<file path="config.mk">
export PLATFORM = sky130hd
export DESIGN_NAME = pid_bit_cell_tracker
export DESIGN_NICKNAME = d
export VERILOG_FILES = /design/src/rtl/pbct_pkg.sv /design/src/rtl/pbct_mac.sv /design/src/rtl/pbct_seq.sv /design/src/rtl/pid_bit_cell_tracker.sv
export SDC_FILE = /design/constraint.sdc
export NUM_CORES = 2
export LEC_CHECK = 0
export BUFFER_PORTS_ARGS = -buffer_cell sky130_fd_sc_hd__clkbuf_2
export CAP_MARGIN = 20
export CORE_MARGIN = 2
export CORE_UTILIZATION = 35
export DETAILED_ROUTE_END_ITERATION = 8
export PLACE_DENSITY = 0.55
export SKIP_LAST_GASP = 1
export SLEW_MARGIN = 10
export SYNTH_ARGS = -nofsm -noshare
export SYNTH_HDL_FRONTEND = slang
export SYNTH_SLANG_ARGS = --single-unit
</file>
<file path="constraint.sdc">
create_clock -name aclk -period 9 [get_ports aclk]
set_input_delay 0.45 -clock aclk [delete_from_list [all_inputs] [get_ports aclk]]
set_output_delay 0.45 -clock aclk [all_outputs]
set_load 0.02 [all_outputs]
</file>
<file path="src/rtl/pbct_pkg.sv">
package pbct_pkg;

    localparam int POS_W = 16;
    localparam int COEFF_W = 16;
    localparam int CFG_IDX_W = 3;

    // Shared multiplier: signed 25-bit operand times a 16-bit unsigned
    // coefficient carried as a 17-bit signed value.
    localparam int CHUNK_W = 24;
    localparam int OPA_W = CHUNK_W + 1;
    localparam int OPB_W = COEFF_W + 1;
    localparam int PROD_W = OPA_W + OPB_W;

    localparam int DP_W = POS_W + 2;
    localparam int DD_W = DP_W + 1;

    localparam int F_SHIFT = 16;
    localparam int G_SHIFT = 12;

    // floor(x / 3) = (x * 43691) >> 17 for every x below 2^17.
    localparam logic [OPB_W-1:0] RECIP3 = 17'd43691;
    localparam int RECIP3_SHIFT = 17;

    localparam int CNT_W = 4;
    localparam logic [CNT_W-1:0] MAC_LAST = 4'd11;

    localparam logic [POS_W-1:0] CELL_SIZE_REF_RST = 16'd2048;
    localparam logic [COEFF_W-1:0] FREQ_GAIN_RST = 16'd4096;
    localparam logic [COEFF_W-1:0] ERR_P_RST = 16'd8192;
    localparam logic [COEFF_W-1:0] ERR_I_RST = 16'd2048;
    localparam logic [COEFF_W-1:0] ERR_D_RST = 16'd1024;
    localparam logic [COEFF_W-1:0] DIFF_P_RST = 16'd512;
    localparam logic [COEFF_W-1:0] DIFF_I_RST = 16'd512;
    localparam logic [COEFF_W-1:0] DIFF_D_RST = 16'd1024;
    localparam logic [POS_W-1:0] SIZE_MAX = 16'hFFFF;

    typedef enum logic [CFG_IDX_W-1:0] {
        REG_CELL_SIZE_REF = 3'd0,
        REG_FREQ_GAIN     = 3'd1,
        REG_ERR_P         = 3'd2,
        REG_ERR_I         = 3'd3,
        REG_ERR_D         = 3'd4,
        REG_DIFF_P        = 3'd5,
        REG_DIFF_I        = 3'd6,
        REG_DIFF_D        = 3'd7
    } reg_idx_t;

    typedef enum logic [2:0] {
        ST_IDLE,
        ST_WRAP,
        ST_INTEG,
        ST_MAC,
        ST_SUM,
        ST_CLAMP
    } state_t;

    typedef enum logic [3:0] {
        OP_NONE,
        OP_DP,
        OP_DD,
        OP_DILO,
        OP_DIHI,
        OP_EP,
        OP_ED,
        OP_EILO,
        OP_EIHI,
        OP_GLO,
        OP_GHI,
        OP_LIM
    } op_t;

    typedef enum logic [1:0] {
        ACC_F,
        ACC_E,
        ACC_G,
        ACC_LIM
    } acc_sel_t;

    typedef struct packed {
        logic     en;
        acc_sel_t dest;
        logic     load;
        logic     sub;
        logic     hi;
    } mac_ctrl_t;

    typedef struct packed {
        logic ready;
        logic wrap;
        logic integ;
        op_t  op;
        logic sum;
        logic commit;
    } seq_ctrl_t;

    function automatic op_t mac_op(input logic [CNT_W-1:0] cnt);
        op_t op;
        case (cnt)
            4'd0:    op = OP_DP;
            4'd1:    op = OP_DD;
            4'd2:    op = OP_DILO;
            4'd3:    op = OP_DIHI;
            4'd4:    op = OP_EP;
            4'd5:    op = OP_ED;
            4'd6:    op = OP_EILO;
            4'd7:    op = OP_EIHI;
            4'd8:    op = OP_GLO;
            4'd9:    op = OP_GHI;
            4'd10:   op = OP_LIM;
            default: op = OP_NONE;
        endcase
        return op;
    endfunction

    function automatic mac_ctrl_t op_ctrl(input op_t op);
        mac_ctrl_t c;
        c = '{en: 1'b1, dest: ACC_F, load: 1'b0, sub: 1'b0, hi: 1'b0};
        case (op)
            OP_DP:   c.load = 1'b1;
            OP_DD:   c.sub = 1'b1;
            OP_DILO: c.dest = ACC_F;
            OP_DIHI: c.hi = 1'b1;
            OP_EP: begin
                c.dest = ACC_E;
                c.load = 1'b1;
            end
            OP_ED: begin
                c.dest = ACC_E;
                c.sub = 1'b1;
            end
            OP_EILO: c.dest = ACC_E;
            OP_EIHI: begin
                c.dest = ACC_E;
                c.hi = 1'b1;
            end
            OP_GLO: begin
                c.dest = ACC_G;
                c.load = 1'b1;
            end
            OP_GHI: begin
                c.dest = ACC_G;
                c.hi = 1'b1;
            end
            OP_LIM:  c.dest = ACC_LIM;
            default: c.en = 1'b0;
        endcase
        return c;
    endfunction

endpackage

</file>
<file path="src/rtl/pbct_mac.sv">
module pbct_mac #(
    parameter int ACC_W = 52
) (
    input  logic                                 aclk,
    input  logic                                 aresetn,
    input  pbct_pkg::op_t                        op,
    input  logic signed [pbct_pkg::OPA_W-1:0]    opa,
    input  logic signed [pbct_pkg::OPB_W-1:0]    opb,
    output logic signed [ACC_W-1:0]              acc_f,
    output logic signed [ACC_W-1:0]              acc_e,
    output logic signed [ACC_W-1:0]              acc_g,
    output logic [pbct_pkg::POS_W-1:0]           lim_lo
);
    import pbct_pkg::*;

    logic signed [PROD_W-1:0] prod_reg;
    mac_ctrl_t pctl_reg;
    logic signed [ACC_W-1:0] acc_f_reg, acc_f_next;
    logic signed [ACC_W-1:0] acc_e_reg, acc_e_next;
    logic signed [ACC_W-1:0] acc_g_reg, acc_g_next;
    logic [POS_W-1:0] lim_lo_reg, lim_lo_next;
    logic signed [ACC_W-1:0] term_ext;
    logic signed [ACC_W-1:0] term;
    logic signed [ACC_W-1:0] base;
    logic signed [ACC_W-1:0] sum;

    // Product is registered together with what to do with it next cycle.
    always_ff @(posedge aclk) begin
        prod_reg <= opa * opb;
        if (!aresetn) begin
            pctl_reg <= '0;
        end else begin
            pctl_reg <= op_ctrl(op);
        end
    end

    always_comb begin
        term_ext = ACC_W'(prod_reg);
        term = pctl_reg.hi ? (term_ext <<< CHUNK_W) : term_ext;
        case (pctl_reg.dest)
            ACC_F:   base = acc_f_reg;
            ACC_E:   base = acc_e_reg;
            default: base = acc_g_reg;
        endcase
        if (pctl_reg.load) begin
            base = '0;
        end
        sum = pctl_reg.sub ? (base - term) : (base + term);

        acc_f_next = acc_f_reg;
        acc_e_next = acc_e_reg;
        acc_g_next = acc_g_reg;
        lim_lo_next = lim_lo_reg;
        if (pctl_reg.en) begin
            case (pctl_reg.dest)
                ACC_F:   acc_f_next = sum;
                ACC_E:   acc_e_next = sum;
                ACC_G:   acc_g_next = sum;
                default: lim_lo_next = prod_reg[RECIP3_SHIFT +: POS_W];
            endcase
        end
    end

    always_ff @(posedge aclk) begin
        acc_f_reg <= acc_f_next;
        acc_e_reg <= acc_e_next;
        acc_g_reg <= acc_g_next;
        lim_lo_reg <= lim_lo_next;
    end

    assign acc_f = acc_f_reg;
    assign acc_e = acc_e_reg;
    assign acc_g = acc_g_reg;
    assign lim_lo = lim_lo_reg;

endmodule

</file>
<file path="src/rtl/pbct_seq.sv">
module pbct_seq (
    input  logic                   aclk,
    input  logic                   aresetn,
    input  logic                   in_valid,
    input  logic                   out_free,
    output pbct_pkg::seq_ctrl_t    ctrl
);
    import pbct_pkg::*;

    state_t state_reg, state_next;
    logic [CNT_W-1:0] cnt_reg, cnt_next;

    always_ff @(posedge aclk) begin
        if (!aresetn) begin
            state_reg <= ST_IDLE;
            cnt_reg <= '0;
        end else begin
            state_reg <= state_next;
            cnt_reg <= cnt_next;
        end
    end

    always_comb begin
        state_next = state_reg;
        cnt_next = cnt_reg;
        case (state_reg)
            ST_IDLE: begin
                if (in_valid) begin
                    state_next = ST_WRAP;
                end
            end
            ST_WRAP:  state_next = ST_INTEG;
            ST_INTEG: begin
                state_next = ST_MAC;
                cnt_next = '0;
            end
            ST_MAC: begin
                if (cnt_reg == MAC_LAST) begin
                    state_next = ST_SUM;
                    cnt_next = '0;
                end else begin
                    cnt_next = cnt_reg + 1'b1;
                end
            end
            ST_SUM:   state_next = ST_CLAMP;
            ST_CLAMP: begin
                if (out_free) begin
                    state_next = ST_IDLE;
                end
            end
            default:  state_next = ST_IDLE;
        endcase
    end

    always_comb begin
        ctrl = '{ready: 1'b0, wrap: 1'b0, integ: 1'b0, op: OP_NONE,
                 sum: 1'b0, commit: 1'b0};
        case (state_reg)
            ST_IDLE:  ctrl.ready = 1'b1;
            ST_WRAP:  ctrl.wrap = 1'b1;
            ST_INTEG: ctrl.integ = 1'b1;
            ST_MAC:   ctrl.op = mac_op(cnt_reg);
            ST_SUM:   ctrl.sum = 1'b1;
            ST_CLAMP: ctrl.commit = out_free;
            default:  ctrl.ready = 1'b0;
        endcase
    end

endmodule

</file>
<file path="src/rtl/pid_bit_cell_tracker.sv">
// Only one pulse is in work at a time: a new pulse transaction is accepted only once
// the previous result has left the clamp step. Eleven products go through the shared
// 25x17 multiplier (PID products, frequency gain, lower clamp limit), a further step
// drains its pipeline; the accept, wrap and integrate steps come before, sum and clamp after.
// A waiting result does not block the next transaction from being accepted; the new
// result then waits in the clamp step until the output register is free.
// Reset (aresetn low, synchronous) restores the configuration registers, the loop
// state and the handshake state to their defaults; the cell size returns to 2048.
module pid_bit_cell_tracker #(
    parameter int INTEGRAL_WIDTH = 32
) (
    input  logic                                 aclk,
    input  logic                                 aresetn,
    input  logic                                 s_valid,
    output logic                                 s_ready,
    input  logic [pbct_pkg::POS_W-1:0]           s_pulse_position,
    output logic                                 m_valid,
    input  logic                                 m_ready,
    output logic [pbct_pkg::POS_W-1:0]           m_new_cell_size,
    output logic [pbct_pkg::POS_W-1:0]           m_new_cell_center,
    output logic                                 m_size_clamped,
    input  logic                                 cfg_valid,
    output logic                                 cfg_ready,
    input  logic [pbct_pkg::CFG_IDX_W-1:0]       cfg_index,
    input  logic [pbct_pkg::COEFF_W-1:0]         cfg_data
);
    import pbct_pkg::*;

    localparam int IW = INTEGRAL_WIDTH;
    localparam int ACC_W = IW + 20;
    localparam int EXT_W = 2 * CHUNK_W;

    logic [POS_W-1:0] cell_size_ref_reg;
    logic [COEFF_W-1:0] freq_gain_reg;
    logic [COEFF_W-1:0] err_p_reg, err_i_reg, err_d_reg;
    logic [COEFF_W-1:0] diff_p_reg, diff_i_reg, diff_d_reg;

    logic [POS_W-1:0] last_pos_reg;
    logic signed [DP_W-1:0] last_dp_reg;
    logic signed [DP_W-1:0] last_ep_reg;
    logic signed [IW-1:0] diff_int_reg, diff_int_next;
    logic signed [IW-1:0] err_int_reg, err_int_next;
    logic [POS_W-1:0] cur_size_reg;

    logic [POS_W-1:0] pos_reg;
    logic signed [POS_W:0] dp_raw_reg;
    logic signed [DP_W-1:0] dp_reg, dp_next;
    logic signed [DP_W-1:0] ep_reg;
    logic signed [DD_W-1:0] dd_reg, ed_reg;
    logic signed [ACC_W-1:0] ns_reg;

    logic m_valid_reg;
    logic [POS_W-1:0] m_size_reg;
    logic m_clamped_reg;

    seq_ctrl_t ctrl;
    logic accept;
    logic out_free;

    logic signed [OPA_W-1:0] opa;
    logic signed [OPB_W-1:0] opb;
    logic signed [ACC_W-1:0] acc_f, acc_e, acc_g;
    logic [POS_W-1:0] lim_lo;

    logic signed [EXT_W-1:0] di_ext, ei_ext, f8_ext;
    logic signed [DP_W-1:0] dp2, size_s;
    logic signed [IW:0] di_sum, ei_sum;
    logic signed [IW-1:0] int_max, int_min;
    logic [POS_W:0] hi_wide;
    logic [POS_W-1:0] lim_hi;
    logic signed [ACC_W-1:0] lo_s, hi_s;
    logic [POS_W-1:0] size_res;
    logic clamped_res;

    assign accept = s_valid && ctrl.ready;
    assign out_free = !m_valid_reg || m_ready;

    pbct_seq u_seq (
        .aclk     (aclk),
        .aresetn  (aresetn),
        .in_valid (s_valid),
        .out_free (out_free),
        .ctrl     (ctrl)
    );

    pbct_mac #(
        .ACC_W (ACC_W)
    ) u_mac (
        .aclk    (aclk),
        .aresetn (aresetn),
        .op      (ctrl.op),
        .opa     (opa),
        .opb     (opb),
        .acc_f   (acc_f),
        .acc_e   (acc_e),
        .acc_g   (acc_g),
        .lim_lo  (lim_lo)
    );

    // Configuration registers.
    assign cfg_ready = 1'b1;

    always_ff @(posedge aclk) begin
        if (!aresetn) begin
            cell_size_ref_reg <= CELL_SIZE_REF_RST;
            freq_gain_reg <= FREQ_GAIN_RST;
            err_p_reg <= ERR_P_RST;
            err_i_reg <= ERR_I_RST;
            err_d_reg <= ERR_D_RST;
            diff_p_reg <= DIFF_P_RST;
            diff_i_reg <= DIFF_I_RST;
            diff_d_reg <= DIFF_D_RST;
        end else if (cfg_valid) begin
            case (reg_idx_t'(cfg_index))
                REG_CELL_SIZE_REF: cell_size_ref_reg <= cfg_data;
                REG_FREQ_GAIN:     freq_gain_reg <= cfg_data;
                REG_ERR_P:         err_p_reg <= cfg_data;
                REG_ERR_I:         err_i_reg <= cfg_data;
                REG_ERR_D:         err_d_reg <= cfg_data;
                REG_DIFF_P:        diff_p_reg <= cfg_data;
                REG_DIFF_I:        diff_i_reg <= cfg_data;
                REG_DIFF_D:        diff_d_reg <= cfg_data;
                default:           cell_size_ref_reg <= cell_size_ref_reg;
            endcase
        end
    end

    // Phase difference wraps by one cell when it lies beyond half a cell.
    always_comb begin
        dp2 = DP_W'(dp_raw_reg) <<< 1;
        size_s = $signed({2'b00, cur_size_reg});
        dp_next = DP_W'(dp_raw_reg);
        if (dp2 > size_s) begin
            dp_next = DP_W'(dp_raw_reg) - size_s;
        end else if (dp2 < -size_s) begin
            dp_next = DP_W'(dp_raw_reg) + size_s;
        end
    end

    // Saturating integrators.
    always_comb begin
        int_max = $signed({1'b0, {(IW - 1){1'b1}}});
        int_min = $signed({1'b1, {(IW - 1){1'b0}}});
        di_sum = (IW + 1)'(diff_int_reg) + (IW + 1)'(dp_reg);
        ei_sum = (IW + 1)'(err_int_reg) + (IW + 1)'(ep_reg);
        diff_int_next = di_sum[IW-1:0];
        if (di_sum[IW] != di_sum[IW-1]) begin
            diff_int_next = di_sum[IW] ? int_min : int_max;
        end
        err_int_next = ei_sum[IW-1:0];
        if (ei_sum[IW] != ei_sum[IW-1]) begin
            err_int_next = ei_sum[IW] ? int_min : int_max;
        end
    end

    always_ff @(posedge aclk) begin
        if (!aresetn) begin
            last_pos_reg <= '0;
            last_dp_reg <= '0;
            last_ep_reg <= '0;
            diff_int_reg <= '0;
            err_int_reg <= '0;
            cur_size_reg <= CELL_SIZE_REF_RST;
        end else begin
            if (ctrl.integ) begin
                last_dp_reg <= dp_reg;
                last_ep_reg <= ep_reg;
                diff_int_reg <= diff_int_next;
                err_int_reg <= err_int_next;
            end
            if (ctrl.commit) begin
                cur_size_reg <= size_res;
                last_pos_reg <= pos_reg;
            end
        end
    end

    always_ff @(posedge aclk) begin
        if (accept) begin
            pos_reg <= s_pulse_position;
            dp_raw_reg <= $signed({1'b0, last_pos_reg}) - $signed({1'b0, s_pulse_position});
            ep_reg <= $signed({3'b000, cur_size_reg[POS_W-1:1]})
                    - $signed({2'b00, s_pulse_position});
        end
        if (ctrl.wrap) begin
            dp_reg <= dp_next;
            ed_reg <= DD_W'(ep_reg) - DD_W'(last_ep_reg);
        end
        if (ctrl.integ) begin
            dd_reg <= DD_W'(dp_reg) - DD_W'(last_dp_reg);
        end
        if (ctrl.sum) begin
            ns_reg <= $signed(ACC_W'(cell_size_ref_reg)) - (acc_g >>> G_SHIFT)
                    - (acc_e >>> F_SHIFT);
        end
    end

    // Wide operands enter the multiplier as a low unsigned and a high signed chunk.
    always_comb begin
        di_ext = EXT_W'(diff_int_reg);
        ei_ext = EXT_W'(err_int_reg);
        f8_ext = EXT_W'(acc_f >>> F_SHIFT);
        opa = '0;
        opb = '0;
        case (ctrl.op)
            OP_DP: begin
                opa = OPA_W'(dp_reg);
                opb = $signed({1'b0, diff_p_reg});
            end
            OP_DD: begin
                opa = OPA_W'(dd_reg);
                opb = $signed({1'b0, diff_d_reg});
            end
            OP_DILO: begin
                opa = $signed({1'b0, di_ext[CHUNK_W-1:0]});
                opb = $signed({1'b0, diff_i_reg});
            end
            OP_DIHI: begin
                opa = OPA_W'($signed(di_ext[EXT_W-1:CHUNK_W]));
                opb = $signed({1'b0, diff_i_reg});
            end
            OP_EP: begin
                opa = OPA_W'(ep_reg);
                opb = $signed({1'b0, err_p_reg});
            end
            OP_ED: begin
                opa = OPA_W'(ed_reg);
                opb = $signed({1'b0, err_d_reg});
            end
            OP_EILO: begin
                opa = $signed({1'b0, ei_ext[CHUNK_W-1:0]});
                opb = $signed({1'b0, err_i_reg});
            end
            OP_EIHI: begin
                opa = OPA_W'($signed(ei_ext[EXT_W-1:CHUNK_W]));
                opb = $signed({1'b0, err_i_reg});
            end
            OP_GLO: begin
                opa = $signed({1'b0, f8_ext[CHUNK_W-1:0]});
                opb = $signed({1'b0, freq_gain_reg});
            end
            OP_GHI: begin
                opa = OPA_W'($signed(f8_ext[EXT_W-1:CHUNK_W]));
                opb = $signed({1'b0, freq_gain_reg});
            end
            OP_LIM: begin
                opa = $signed(OPA_W'({cell_size_ref_reg, 1'b0}));
                opb = $signed(RECIP3);
            end
            default: opa = '0;
        endcase
    end

    // Clamp to [floor(2*ref/3), min(floor(3*ref/2), 65535)].
    always_comb begin
        hi_wide = {1'b0, cell_size_ref_reg} + {2'b00, cell_size_ref_reg[POS_W-1:1]};
        lim_hi = hi_wide[POS_W] ? SIZE_MAX : hi_wide[POS_W-1:0];
        lo_s = $signed(ACC_W'(lim_lo));
        hi_s = $signed(ACC_W'(lim_hi));
        size_res = ns_reg[POS_W-1:0];
        clamped_res = 1'b0;
        if (ns_reg < lo_s) begin
            size_res = lim_lo;
            clamped_res = 1'b1;
        end else if (ns_reg > hi_s) begin
            size_res = lim_hi;
            clamped_res = 1'b1;
        end
    end

    always_ff @(posedge aclk) begin
        if (!aresetn) begin
            m_valid_reg <= 1'b0;
        end else if (ctrl.commit) begin
            m_valid_reg <= 1'b1;
        end else if (m_ready) begin
            m_valid_reg <= 1'b0;
        end
    end

    always_ff @(posedge aclk) begin
        if (ctrl.commit) begin
            m_size_reg <= size_res;
            m_clamped_reg <= clamped_res;
        end
    end

    assign s_ready = ctrl.ready;
    assign m_valid = m_valid_reg;
    assign m_new_cell_size = m_size_reg;
    assign m_new_cell_center = {1'b0, m_size_reg[POS_W-1:1]};
    assign m_size_clamped = m_clamped_reg;

`ifndef SYNTHESIS
    // Only one pulse is in work at a time.
    a_busy_after_accept: assert property (@(posedge aclk) disable iff (!aresetn)
        (s_valid && s_ready) |=> !s_ready)
        else $error("pulse accepted while the previous one is still in work");

    // A result is written only into a free output register.
    a_commit_free: assert property (@(posedge aclk) disable iff (!aresetn)
        ctrl.commit |-> (!m_valid || m_ready))
        else $error("result overwrote an untaken output");

    // The tracked cell size moves only when a result is committed.
    a_size_stable: assert property (@(posedge aclk) disable iff (!aresetn)
        !ctrl.commit |=> $stable(cur_size_reg))
        else $error("cell size changed outside commit");

    // A committed result matches what the output register then shows.
    a_out_matches: assert property (@(posedge aclk) disable iff (!aresetn)
        ctrl.commit |=> (m_valid && m_new_cell_size == cur_size_reg))
        else $error("output size differs from tracked cell size");
`endif

endmodule

</file>
==> Word-level counts from Yosys, hierarchy flattened <==
Memory sizes are Yosys's and may differ from the RTL's. A register that Yosys moved wholly into a read port is not among the register bits.
Cells that the tools add are included.
{ "classes": {"n_mul": 1, "order_cmp": 4, "reduce_logical": 30, "eq_ne": 31, "n_addsub": 15, "n_mux": 37, "bitwise": 1} }
{ "ops": {"columns": ["operator", "count"], "rows": [
  ["$pmux 25 s11", 1],
  ["$mux 52", 3],
  ["$mux 32", 4],
  ["$pmux 16 s8", 1],
  ["$pmux 52 s2", 1],
  ["$add 52x52->52", 1],
  ["$gt 52x17->1", 1],
  ["$lt 52x17->1", 1],
  ["$sub 52x52->52", 1],
  ["$mux 16", 3],
  ["$mul 25x17->42", 1],
  ["$sub 41x36->42", 1],
  ["$sub 17x40->41", 1],
  ["$mux 18", 2],
  ["$sub 17x17->18", 2],
  ["$add 32x17->33", 1],
  ["$add 32x18->33", 1],
  ["$reduce_and 2->1", 12],
  ["$eq 4x4->1 const B", 5],
  ["$sub 18x18->19", 1],
  ["$add 17x17->18", 1],
  ["$eq 3x3->1 const B", 6],
  ["$gt 18x17->1", 1],
  ["$lt 18x18->1", 1],
  ["other kinds (33)", 66]
]} }
{ "totals": {"mem_bits_ro": 64, "inputBits": 40, "register_bits": 662, "output_inout_bits": 36, "n_memories": 1, "elab_cells": 156} }
{ "memory_table": {"columns": ["memory", "words", "word_bits", "rd", "rd_clocked_by_memory_dff", "wr", "line", "source"], "rows": [
  ["(no name shown)", 16, 4, 1, 1, 0, "pbct_pkg.sv:98", "case (cnt)"]
]} }

==> Longest topological paths before layout <==
{ "depth": {"depth_word": 6, "ltp_mapped": 37, "depth_no_buf": 33} }

==> Modules after synthesis <==
Synthesis repeated with hierarchy kept, for this count alone.
{ "hier_totals": {"hier_cells": 6500, "hier_area_um2": 58153.3} }
{ "by_module_without_submodules": {"columns": ["module", "cells_per_inst", "area_per_inst_um2", "n_inst", "seq_area_each_um2"], "rows": [
  ["pid_bit_cell_tracker", 3594, 30400.4, 1, 10129.7],
  ["pbct_mac", 2829, 27091.0, 1, 6125.9],
  ["pbct_seq", 77, 661.9, 1, 220.2]
]} }

==> Worst setup path before layout <==
Ideal clock, no wire load.
{ "synth_path": {"path_type": "register to register", "from": "register u_seq.state_reg[2]", "to": "register u_mac.prod_reg[41]", "path_stages_with_launch": 35, "period_less_slack_ns": 7.737, "t_required_ns": 8.871, "path_slack_ns": 1.263, "arrival_time_ns": 7.608, "setup_ns": 0.129, "n_path_buf": 6, "path_cell_list": "dfxtp_1 -> buf_4 -> nand2b_4 -> or3_1 -> buf_2 -> nor2_4 -> or2_1 -> buf_2 -> buf_4 -> a221oi_1 -> nand2_1 -> a221oi_4 -> buf_4 -> nor2_1 -> fa_1 -> inv_1 -> fa_1 -> fa_1 -> inv_1 -> fa_1 -> fa_1 -> inv_1 -> fa_1 -> inv_1 -> ha_1 -> clkbuf_1 -> and3_1 -> a311oi_1 -> a211oi_1 -> a31oi_2 -> a21oi_1 -> o41ai_2 -> o21ai_1 -> o41ai_1 -> xnor2_1"} }
{ "synth_via": {"elab_chain_cells": 6, "elab_cells_between_ends": 19, "cone_classes": "mul (1); eq/ne (12); mux (3); reduce/logical (3)"} }
{ "synth_rtl": {"columns": ["element", "line", "source"], "rows": [
  ["from (decl)", "pbct_seq.sv:10", "state_t state_reg, state_next;"],
  ["from (signal assigned)", "pbct_seq.sv:18", "state_reg <= state_next;"],
  ["$eq 3x2->1 (*)", "pbct_seq.sv:58", "case (state_reg)"],
  ["$mux 4 (*)", "pbct_seq.sv:58", null],
  ["$eq 4x4->1 (tied with other cells)", "pid_bit_cell_tracker.sv:205", "case (ctrl.op)"],
  ["$reduce_or 2->1 (no source line)", null, null],
  ["$pmux 16 s8", "pid_bit_cell_tracker.sv:205", null],
  ["$mul 25x17->42 (*)", "pbct_mac.sv:29", "prod_reg <= opa * opb;"],
  ["to (signal assigned)", "pbct_mac.sv:29", null],
  ["to (decl)", "pbct_mac.sv:16", "logic signed [PROD_W-1:0] prod_reg;"]
]} }
Mark *: on every way between the ends. The rest lies on a longest branch, timed or not.
A chain may end at the register's enable or synchronous reset.

==> Worst setup path after layout <==
{ "layout_path": {"from": "register u_seq.state_reg[1]", "to": "register u_mac.prod_reg[41]"} }
The elaborated chain is that of the path after synthesis.

==> impl_metrics.toml <==
[floorplan]
fp.dieH_um = 408.3
dieArea_um2 = 166700
start_util_pct = 35.20
fp-row-count = 148
ios = 76
core_um2 = 162600
dieWidth_um = 408.3

[synthesis]
synth_top_flop_cell = "edfxtp_1"
synth_seq_cells = 655
netlist_area_um2 = 57220
async_flop_share_pct = 0
synth_area_leader_cell = "edfxtp_1"
synth_top_family_by_area = "adder cells"
muxShareOfSynthArea_pct = 0.5488
syn_avg_cell_area_um2 = 8.828
synth-compound-area-share_pct = 17.65
ys_top_cells_by_count = "inv_1, nand2_1, a21oi_1, nor2_1, ha_1"
synth_adder_area_share_pct = 25.81
yosys.cell_types.count = 124
synth_most_common_cell = "inv_1"
yosysSeqAreaShare_pct = 28.79
synth_xor_area_share_pct = 4.301
synthTopCellsByArea = "edfxtp_1, fa_1, dfxtp_1"
yosysWarnings = 0
syn-instance-count = 6482
synth_top_cell_area_share_pct = 17.63
synth_nets = 7404
synth-simple-area-share_pct = 14.96
synth_edf_count = 336

[critical_path]
r2r_slack_ps = 400
critPathSlowestCell = "fa_1"
rr_worst_depth = 28
regToRegEndpoint = "u_mac.prod_reg[41]"
cp_max_fo = 20
cp_common_cell = "fa_1"
critPathKind = "register to register"
cp_top_family = "adder cells"
critPathArrivalTime_ps = 9130
end_kind = "register"
cp.required_ps = 9530
cp-start-kind = "register"
worstReg2RegStart = "u_seq.state_reg[1]"
max_stage_delay_ps = 590
path_buf_inv = 4

[worst_hold_path]
hold_depth = 1
hp-class = "primary input to register"
hp-start = "s_pulse_position[1]"
min_delay_worst_endpoint = "pos_reg[1]"

[finish]
nets = 7383
area_delta_synth_final_pct = 9.973
fin_util_pct = 38.71
fill_cells = 16548
drive_gt1_share_pct = 7.031
fin_cells = 8710

[timing]
fmax_ghz = 0.1163
tightest_slew_ps = 1131
finalSetupViolCount = 0
rsz0062_at_grt = "no"
finalClockSkew_ps = 64.23
max_slew_margin_pct = 22.68
holdWs_ps = 48.85
setup-tns-final_ps = 0
finalHoldViolCount = 0
period_share_pct = 95.53
finalCriticalPeriod_ps = 8597
slew_violations = 0
setup_ws_ps = 402.5

[global_routing]
grt_max_degree = 108
antenna_found_initial = 9
grt_pass1_wl_um = 285400
grtUsageTotal_pct = 22.31
grt_pass1_vias = 45147
grt-ovfl-total = 0

[placement]
pre_cts_slack_ps = 120.8
dpl.hpwl_um = 148600
routabilityCongestion = 0.9675
portBuffers = 73
dpl.cell_count = 8532

[clock_tree]
clock-sinks = 655
numCtsBuffers = 81
cts_htree_levels = 3
cts_root_buf = "clkbuf_16"
cts_tree = "yes"
clock_path_buffers = 3
clock_latency_ps = 700
cts.clk_slew.worst_paths_ps = 60

[route]
first_pass_iters = 9
drt-vias-per-instance = 5.343
post_drt_wl_per_cell_um = 21.71
drt_drc_violations_left = 0
via_count = 46539
ant_nets = 0
routed_wl_um = 189100
drtIter0Drc = 4041

[pwr]
p_sw_share_pct = 38.99
power_density_nw_per_um2 = 196.8
p_int_mw = 7.555
peakVddDrop_uv = 279.5
p_leak_nw = 26.47
seqPwrFrac_pct = 33.2
p_switching_mw = 4.829
clockPowerShare_pct = 27.4
comb_power_share_pct = 39.4

[outcome]
run_status = "finished clean"

[run]
cap_violations = 0
==> power groups by stage <==
| stage | logic [mW] | registers (mW) | clock network, mW |
|---|---|---|---|
| after floorplan | 3.74 | 3.92 | 0 |
| after global placement | 4.75 | 4.17 | 0 |
| after detailed placement | 4.77 | 4.17 | 0 |
| after CTS | 4.82 | 4.11 | 3.47 |
| after global routing | 5.40 | 4.14 | 3.58 |
| final | 4.87 | 4.12 | 3.39 |
==> worst register-to-register path, delay by kind of cell, from the launching register on <==
kind,cells,cell delay [ps]
compound gates,10,2040
xor+xnor,1,120
fa+ha+maj,7,3500
buf+inv,4,560
flops,1,430
simple gates,6,1780
==> cells in the final DEF (no fill, tap or decap), drive strengths merged, types with 27 or more instances in the layout <==
cell,count
clkbuf,185
mux2i,28
buf,118
a22o,27
edfxtp,336
a21oi,558
ha,465
nand2b,54
nand2,818
nand4,32
a22oi,66
o21a,48
xor2,108
o21ai,263
or3,34
nand3,97
xnor2,170
a211oi,111
a21o,111
or2,30
nor2b,108
nor2,484
dfxtp,319
and3,33
a31oi,56
nor3,101
inv,830
maj3,60
fa,417
a221oi,27
==> per-stage QoR <==
stage	power, mW	area [um^2]
2_1_floorplan	7.663	57220
3_3_place_gp	8.916	59860
3_5_place_dp	8.941	59860
4_1_cts	12.39	62750
5_1_grt	13.12	62910
6_report	12.38	62930
==> what timing repair did <==
action | CTS | global route
hold buffers | 14 | 0
endpoints found under the hold margin | 14 | 0
resized for setup | 0 | 15
setup endpoints to repair | 0 | 9
buffers inserted | 0 | 3
==> metal layers <==
metal | share of wire [%] | GRT usage [%]
met3 | 7.3 | 4.373
met5 | 0.014 | 0
met2 | 44 | 34.52
met4 | 2.9 | 6.502
met1 | 46 | 31.42
==> logic make-up (layout without fill, tap and decap cells) <==
family	count (synthesis)	count (layout)
adder cells (fa/ha/maj)	942	942
other	2	9
AO/OA/AOI/OAI	1550	1550
flip-flops	655	655
AND/OR/NAND/NOR	1892	1892
XOR/XNOR	278	278
multiplexers	31	31
buffers and inverters	1132	1178
==> worst max path at each step <==
stage,start,endpoint,slack [ps],cells past startpoint
floorplan,u_seq.state_reg[2],u_mac.prod_reg[41],1260,34
global placement,u_seq.state_reg[2],u_mac.prod_reg[41],280,30
detailed placement,u_seq.state_reg[2],u_mac.prod_reg[41],120,31
CTS,u_seq.state_reg[2],u_mac.prod_reg[41],100,31
global route,register,u_mac.prod_reg[41],20,30
finish,u_seq.state_reg[1],u_mac.prod_reg[41],400,28
==> area by class of cell <==
type | count | area [um^2] | share of cell area, %
diodes | 7 | 17.52 | 0.02784
inverters | 824 | 3100 | 4.927
flip-flops and latches | 655 | 16490 | 26.20
multi-input cells | 4695 | 36370 | 57.80
repair buffers | 204 | 1479 | 2.350
well taps | 2175 | 2721 | 4.324
clock inverters | 37 | 396.6 | 0.6303
clock buffers | 113 | 2355 | 3.742
No activity file was read; power rests on OpenSTA's default activity.
